## src/sv/wvd_pkg.sv

```systemverilog
// Shared types and constants for the window violation detector.
package wvd_pkg;

	localparam int SAMPLE_W = 16;
	localparam int CNT_W    = 7;
	localparam int MAXV_W   = 7;
	localparam int CFG_W    = 7;
	localparam int IDX_W    = 1;

	localparam logic [IDX_W-1:0] REG_INSIDE_MODE   = 1'd0;
	localparam logic [IDX_W-1:0] REG_MAX_VIOLATORS = 1'd1;

	localparam logic             INSIDE_MODE_RST   = 1'b1;
	localparam logic [MAXV_W-1:0] MAX_VIOLATORS_RST = 7'd5;

	typedef logic signed [SAMPLE_W-1:0] sample_t;

	// band under test, broadcast to every cell
	typedef struct packed {
		sample_t lo;
		sample_t hi;
		logic    in_mode;
	} band_t;

	// counting token handed from cell to cell
	typedef struct packed {
		logic             active;
		logic [CNT_W-1:0] count;
	} tok_t;

endpackage

```

## src/sv/wvd_cell.sv

```systemverilog
// One window cell: holds a sample, tests it against the band, adds to the passing count.
module wvd_cell (
	input  logic            clk,
	input  logic            arst_n,
	input  logic            shift,
	input  wvd_pkg::sample_t sample_in,
	input  logic            valid_in,
	output wvd_pkg::sample_t sample_out,
	output logic            valid_out,
	input  wvd_pkg::band_t  band,
	input  logic            advance,
	input  wvd_pkg::tok_t   tok_in,
	output wvd_pkg::tok_t   tok_out
);

	wvd_pkg::sample_t sample_q;
	logic             valid_q;
	wvd_pkg::tok_t    tok_q;
	logic             in_band;
	logic             hit;

	always_ff @(posedge clk) begin
		if (shift) begin
			sample_q <= sample_in;
		end
	end

	always_ff @(posedge clk or negedge arst_n) begin
		if (!arst_n) begin
			valid_q <= 1'b0;
		end else if (shift) begin
			valid_q <= valid_in;
		end
	end

	// strict band test
	assign in_band = (sample_q > band.lo) && (sample_q < band.hi);
	assign hit     = valid_q && (band.in_mode ? in_band : !in_band);

	always_ff @(posedge clk or negedge arst_n) begin
		if (!arst_n) begin
			tok_q <= '0;
		end else if (advance) begin
			tok_q.active <= tok_in.active;
			tok_q.count  <= tok_in.count + wvd_pkg::CNT_W'(hit);
		end
	end

	assign sample_out = sample_q;
	assign valid_out  = valid_q;
	assign tok_out    = tok_q;

endmodule

```

## src/sv/window_violation_detector_unit.sv

```systemverilog
// Top level: sliding window k-of-n band detector built as a chain of counting cells.
//
//  channel | dir | handshake          | payload
//  s_*     | in  | s_tvalid/s_tready  | s_tdata: sample, bound_a, bound_b
//  m_*     | out | m_tvalid/m_tready  | m_tdata: violation_count, flagged
//  cfg_*   | in  | cfg_we             | cfg_index, cfg_wdata
//
// An accepted item launches a counting token via start_q; the token walks the cell
// chain one cell per cycle while not stalled, then its count loads the output register.
// The next item is accepted once the token has left the chain, while the previous
// result may still wait in the output register; a stalled result holds the token in
// the last cell. Reset empties the window (valid bits cleared) and loads register
// defaults.
module window_violation_detector_unit #(
	parameter int WINDOW_LEN = 20
) (
	input  logic        clk,
	input  logic        arst_n,
	input  logic        s_tvalid,
	output logic        s_tready,
	input  logic [47:0] s_tdata,   // sample[15:0], bound_a[31:16], bound_b[47:32]
	output logic        m_tvalid,
	input  logic        m_tready,
	output logic [7:0]  m_tdata,   // violation_count[6:0], flagged[7]
	input  logic                        cfg_we,
	input  logic [wvd_pkg::IDX_W-1:0]   cfg_index,
	input  logic [wvd_pkg::CFG_W-1:0]   cfg_wdata
);

	wvd_pkg::sample_t in_sample;
	wvd_pkg::sample_t in_a;
	wvd_pkg::sample_t in_b;

	logic                        inside_mode_q;
	logic [wvd_pkg::MAXV_W-1:0]  max_viol_q;
	wvd_pkg::sample_t            lo_q;
	wvd_pkg::sample_t            hi_q;
	wvd_pkg::band_t              band;

	logic busy_q;
	logic start_q;
	logic accept;
	logic done;
	logic stall;
	logic advance;
	logic load;

	logic                       m_tvalid_q;
	logic [wvd_pkg::CNT_W-1:0]  count_q;
	logic                       flag_q;

	wvd_pkg::sample_t samp_chain [WINDOW_LEN];
	logic             vld_chain  [WINDOW_LEN];
	wvd_pkg::tok_t    tok_chain  [WINDOW_LEN+1];
	logic [WINDOW_LEN:0] tok_active;

	assign in_sample = s_tdata[15:0];
	assign in_a      = s_tdata[31:16];
	assign in_b      = s_tdata[47:32];

	assign s_tready = !busy_q;
	assign accept   = s_tvalid && s_tready;
	assign done     = tok_chain[WINDOW_LEN].active;
	assign stall    = m_tvalid_q && !m_tready;
	assign advance  = !(done && stall);
	assign load     = done && !stall;

	// configuration registers
	always_ff @(posedge clk or negedge arst_n) begin
		if (!arst_n) begin
			inside_mode_q <= wvd_pkg::INSIDE_MODE_RST;
			max_viol_q    <= wvd_pkg::MAX_VIOLATORS_RST;
		end else if (cfg_we) begin
			case (cfg_index)
				wvd_pkg::REG_INSIDE_MODE:   inside_mode_q <= cfg_wdata[0];
				wvd_pkg::REG_MAX_VIOLATORS: max_viol_q    <= cfg_wdata;
				default: ;
			endcase
		end
	end

	// band limits, ordered
	always_ff @(posedge clk) begin
		if (accept) begin
			lo_q <= (in_a < in_b) ? in_a : in_b;
			hi_q <= (in_a < in_b) ? in_b : in_a;
		end
	end

	assign band = '{lo: lo_q, hi: hi_q, in_mode: inside_mode_q};

	always_ff @(posedge clk or negedge arst_n) begin
		if (!arst_n) begin
			busy_q  <= 1'b0;
			start_q <= 1'b0;
		end else begin
			start_q <= accept;
			if (accept) begin
				busy_q <= 1'b1;
			end else if (load) begin
				busy_q <= 1'b0;
			end
		end
	end

	assign tok_chain[0] = '{active: start_q, count: '0};

	for (genvar i = 0; i < WINDOW_LEN; i++) begin : g_cell
		wvd_pkg::sample_t cell_sample_in;
		logic             cell_valid_in;

		if (i == 0) begin : g_head
			assign cell_sample_in = in_sample;
			assign cell_valid_in  = 1'b1;
		end else begin : g_body
			assign cell_sample_in = samp_chain[i-1];
			assign cell_valid_in  = vld_chain[i-1];
		end

		wvd_cell u_cell (
			.clk        (clk),
			.arst_n     (arst_n),
			.shift      (accept),
			.sample_in  (cell_sample_in),
			.valid_in   (cell_valid_in),
			.sample_out (samp_chain[i]),
			.valid_out  (vld_chain[i]),
			.band       (band),
			.advance    (advance),
			.tok_in     (tok_chain[i]),
			.tok_out    (tok_chain[i+1])
		);
	end

	for (genvar j = 0; j <= WINDOW_LEN; j++) begin : g_act
		assign tok_active[j] = tok_chain[j].active;
	end

	// output register
	always_ff @(posedge clk or negedge arst_n) begin
		if (!arst_n) begin
			m_tvalid_q <= 1'b0;
		end else if (load) begin
			m_tvalid_q <= 1'b1;
		end else if (m_tready) begin
			m_tvalid_q <= 1'b0;
		end
	end

	always_ff @(posedge clk) begin
		if (load) begin
			count_q <= tok_chain[WINDOW_LEN].count;
			flag_q  <= tok_chain[WINDOW_LEN].count > max_viol_q;
		end
	end

	assign m_tvalid = m_tvalid_q;
	assign m_tdata  = {flag_q, count_q};

	// at most one item in flight through the chain
	a_single_token: assert property (@(posedge clk) disable iff (!arst_n)
		$onehot0(tok_active))
		else $error("more than one counting token in the chain");

	a_idle_empty: assert property (@(posedge clk) disable iff (!arst_n)
		s_tready |-> (tok_active == '0))
		else $error("ready while a token is still in the chain");

	a_start: assert property (@(posedge clk) disable iff (!arst_n)
		accept |=> start_q && busy_q)
		else $error("accepted item did not launch a token");

	a_count_range: assert property (@(posedge clk) disable iff (!arst_n)
		m_tvalid |-> (m_tdata[6:0] <= wvd_pkg::CNT_W'(WINDOW_LEN)))
		else $error("count exceeds window length");

endmodule

```

## config.mk

```make
export PLATFORM = sky130hd
export DESIGN_NAME = window_violation_detector_unit
export DESIGN_NICKNAME = d
export VERILOG_FILES = /design/src/sv/wvd_pkg.sv /design/src/sv/wvd_cell.sv /design/src/sv/window_violation_detector_unit.sv
export SDC_FILE = /design/constraint.sdc
export NUM_CORES = 1
export LEC_CHECK = 0
export BUFFER_PORTS_ARGS = -buffer_cell sky130_fd_sc_hd__buf_2
export CAP_MARGIN = 15
export CORE_MARGIN = 2
export CORE_UTILIZATION = 40
export DETAILED_ROUTE_END_ITERATION = 8
export PLACE_DENSITY = 0.54
export SKIP_LAST_GASP = 1
export SYNTH_ARGS = -nofsm -noshare
export SYNTH_HDL_FRONTEND = slang
export SYNTH_HIERARCHICAL = 1
export SYNTH_SLANG_ARGS = --single-unit
```

## constraint.sdc

```tcl
create_clock -name clk -period 21.6 [get_ports clk]
set_clock_uncertainty 0.1 [all_clocks]
set_input_delay 0 -clock clk [delete_from_list [all_inputs] [get_ports clk]]
set_output_delay 0 -clock clk [all_outputs]
set_load 0.005 [all_outputs]
```

==> results.sh <==
export IMPL_drive_gt1_share_pct=8.90
export IMPL_synth_top_cell_area_share_pct=28.7
export IMPL_yosysUniqueCellTypes=55
export IMPL_synth_area_sq_um=37600
export IMPL_yosys_warnings=6
export IMPL_clkTransAtPathRegs_ns=0.06
export IMPL_grt_overflow=0
export IMPL_ir_drop_mv=0.0507
export IMPL_synth_common_cells="inv_1 (702), ha_1 (682), a21oi_1 (383)"
export IMPL_clkLatencyLatePin_ns=0.61
export IMPL_setup_viol=0
export IMPL_fin_nets=4728
export IMPL_synth_edf_count=360
export IMPL_grt_max_degree=204
export IMPL_routed_wl_um=97500
export IMPL_die_h_um=311
export IMPL_dp_hpwl_um=66000
export IMPL_p_leak_nw=20.0
export IMPL_area_growth_pct=14.3
export IMPL_routed_via_density=5.14
export IMPL_hold_viol=0
export IMPL_drtPass1Iterations=7
export IMPL_crit_fanout=20
export IMPL_gp_congestion=0.849
export IMPL_io_buffers=70
export IMPL_cts_root_buf="clkbuf_16"
export IMPL_critical_path_slowest_cell="edfxtp_1"
export IMPL_tns_ns=0
export IMPL_cts_buffers=68
export IMPL_hold_path_class="primary input to flop"
export IMPL_dr_total_vias=27100
export IMPL_ys_seq_area_share_pct=41.4
export IMPL_cp_end_kind="flop"
export IMPL_path_common_cell="ha_1"
export IMPL_max_stage_delay_ns=1.09
export IMPL_period_minus_slack_ns=4.35
export IMPL_ys_ff_latch=551
export IMPL_grt_pass1_wl_um=153000
export IMPL_async_reset_ff_share_pct=34.7
export IMPL_crit_path_cell_trace="inv_1 > ha_1 > nand4_1 > nor4_1 > a21oi_1 > mux2_1 > a211oi_2 > mux2i_1 > ha_1 > ha_1 > nand3_1 > nor2_1 > xnor2_1 > a21oi_1"
export IMPL_ant_nets=0
export IMPL_fin_crit_sh_pct=20.1
export IMPL_tightest_slew_ns=1.20
export IMPL_dieArea_sq_um=96500
export IMPL_core_area_sq_um=93300
export IMPL_status="complete, no violations"
export IMPL_synth_flop_cell="edfxtp_1"
export IMPL_antenna_cells=0
export IMPL_crit_type="flop to flop"
export IMPL_cts_num_sinks=551
export IMPL_power_density_nw_per_um2=81.4
export IMPL_die_w_um=311
export IMPL_wl_per_cell_um=18.4
export IMPL_cts_tree="yes"
export IMPL_cts_setup_buffers=0
export IMPL_yosysTopAreaCell="edfxtp_1"
export IMPL_grt_usage_pct=20.3
export IMPL_relSlewSlack_pct=20.1
export IMPL_io_pins=71
export IMPL_dr_first_iter_drc_count=1745
export IMPL_cp_arrival_ns=4.69
export IMPL_grt_antenna_before_repair=2
export IMPL_synth_most_common_cell="inv_1"
export IMPL_ys_top_cells_by_area="edfxtp_1 (29%), ha_1 (23%), dfrtp_1 (13%)"
export IMPL_cap_violations=0
export IMPL_rsz0062_at_grt="false"
export IMPL_htreeDepth=3
export IMPL_syn_inst=3721
export IMPL_power_w=0.00350
export IMPL_rows=112
export IMPL_grt_pass1_vias=26600
export IMPL_max_freq_ghz=0.230
export IMPL_drc=0
export IMPL_startpoint_type="flop"
export IMPL_crit_required_ns=21.94
export IMPL_fill_cells=8913
export IMPL_drv_slew=0
export IMPL_cts_buffer_depth=3
export IMPL_initial_core_util_pct=40.3
export IMPL_postSynthAreaPerCell_sq_um=10.1
per-stage QoR:
| step | worst slack (ns) | utilization (%) | cell area (sq um) | instances | hold slack [ns] |
|---|---|---|---|---|---|
| detailed placement | 17.23 | 42.6 | 39700 | 5053 | 0.0439 |
| floorplan | 2.47 | - | 37700 | 3735 | -0.396 |
| global placement | 17.29 | 42.6 | 39700 | 5053 | 0.0440 |
| finish | 17.25 | 46.1 | 43000 | 5286 | 0.105 |
| global route | 16.91 | 46.1 | 43000 | 5286 | 0.111 |
| CTS | 17.20 | 46.1 | 43000 | 5286 | 0.0826 |
sequential cells by signal, summed over array words and instances, names as in the netlist, 7 cells and up:
name,cells
count_q,7
g_cell.u_cell/sample_out,320
g_cell.u_cell/tok_out,160
g_cell.u_cell/valid_out,20
hi_q,16
lo_q,16
max_viol_q,7
placed cells by master, fill, tap and decap left out, types with 21 or more instances in the layout:
master / n
edfxtp_1: 360
nand3_1: 64
o211ai_1: 22
dfrtp_1: 188
nand2b_1: 22
nand4_1: 101
a21o_1: 25
dlygate4sd3_1: 116
buf_4: 39
mux2i_1: 21
a21oi_1: 383
a31oi_1: 21
inv_1: 702
and2_1: 31
xnor2_1: 60
o21a_1: 41
clkbuf_16: 71
nand2_1: 209
o21ai_0: 81
and3_1: 21
buf_2: 69
ha_1: 682
o32ai_1: 49
mux2_1: 21
nor2_1: 232
mux2_2: 88
o2111ai_1: 30
xor2_1: 40
metal layers:
| layer | GRT usage [%] | wire [um] | vias up |
|---|---|---|---|
| li1 | - | - | 13600 |
| met5 | 0 | 0 | - |
| met3 | 2.09 | 3470 | 136 |
| met2 | 33.2 | 43900 | 480 |
| met4 | 5.81 | 2620 | 0 |
| met1 | 28.4 | 47500 | 12900 |
worst paths after layout:
kind	start	to	slack (ns)	cells after the start
worst min register to register	start_q	g_cell[0].u_cell/tok_out[7]	0.38	1
worst max register to register	hi_q[11]	g_cell[8].u_cell/tok_out[6]	17.25	14
min in group asynchronous	arst_n	max_viol_q[3]	0.49	3
worst min-delay path	cfg_wdata[0]	inside_mode_q	0.10	3
max in group asynchronous	arst_n	max_viol_q[1]	19.27	4
worst max-delay path	hi_q[11]	g_cell[8].u_cell/tok_out[6]	17.25	14
repair_timing:
| action | 4_1_cts | 5_1_grt |
|---|---|---|
| hold buffers | 116 | 0 |
| resized for setup | 0 | 0 |
| endpoints found under the setup margin | 0 | 0 |
| hold endpoints to repair | 192 | 0 |
report_power, final:
| group | switching [W] | total, W | internal (W) |
|---|---|---|---|
| sequential | 0.000165 | 0.00149 | 0.00133 |
| clock | 0.000446 | 0.00110 | 0.000656 |
| combinational | 0.000507 | 0.000905 | 0.000398 |
worst max-delay path, delay by kind of cell (launching register included):
kind	cells	cell delay, ns
AO/OA/AOI/OAI	3	0.72
buffers and inverters	1	0.11
flip-flops	1	1.09
AND/OR/NAND/NOR	4	0.70
adder cells (fa/ha/maj)	3	0.74
XOR/XNOR	1	0.13
multiplexers	2	0.60
logic make-up after synthesis:
group / after synthesis / share of synthesized area, %
buf+inv: 748 / 7.56
other cells: 2 / 0.0200
mux: 130 / 3.82
xor+xnor: 100 / 2.33
simple gates: 786 / 10.1
fa+ha+maj: 682 / 22.7
compound gates: 722 / 12.0
flops: 551 / 41.4
area by class of cell:
cell class,instances,area (sq um),area share [%]
clock inverter,17,129,0.300
multi-input combinational,2436,19300,44.8
sequential,551,15600,36.2
tap,1254,1570,3.65
timing repair buffer,226,1830,4.26
clock buffer,100,1990,4.62
inverter,702,2640,6.12
(Power assumes the default switching activity.)
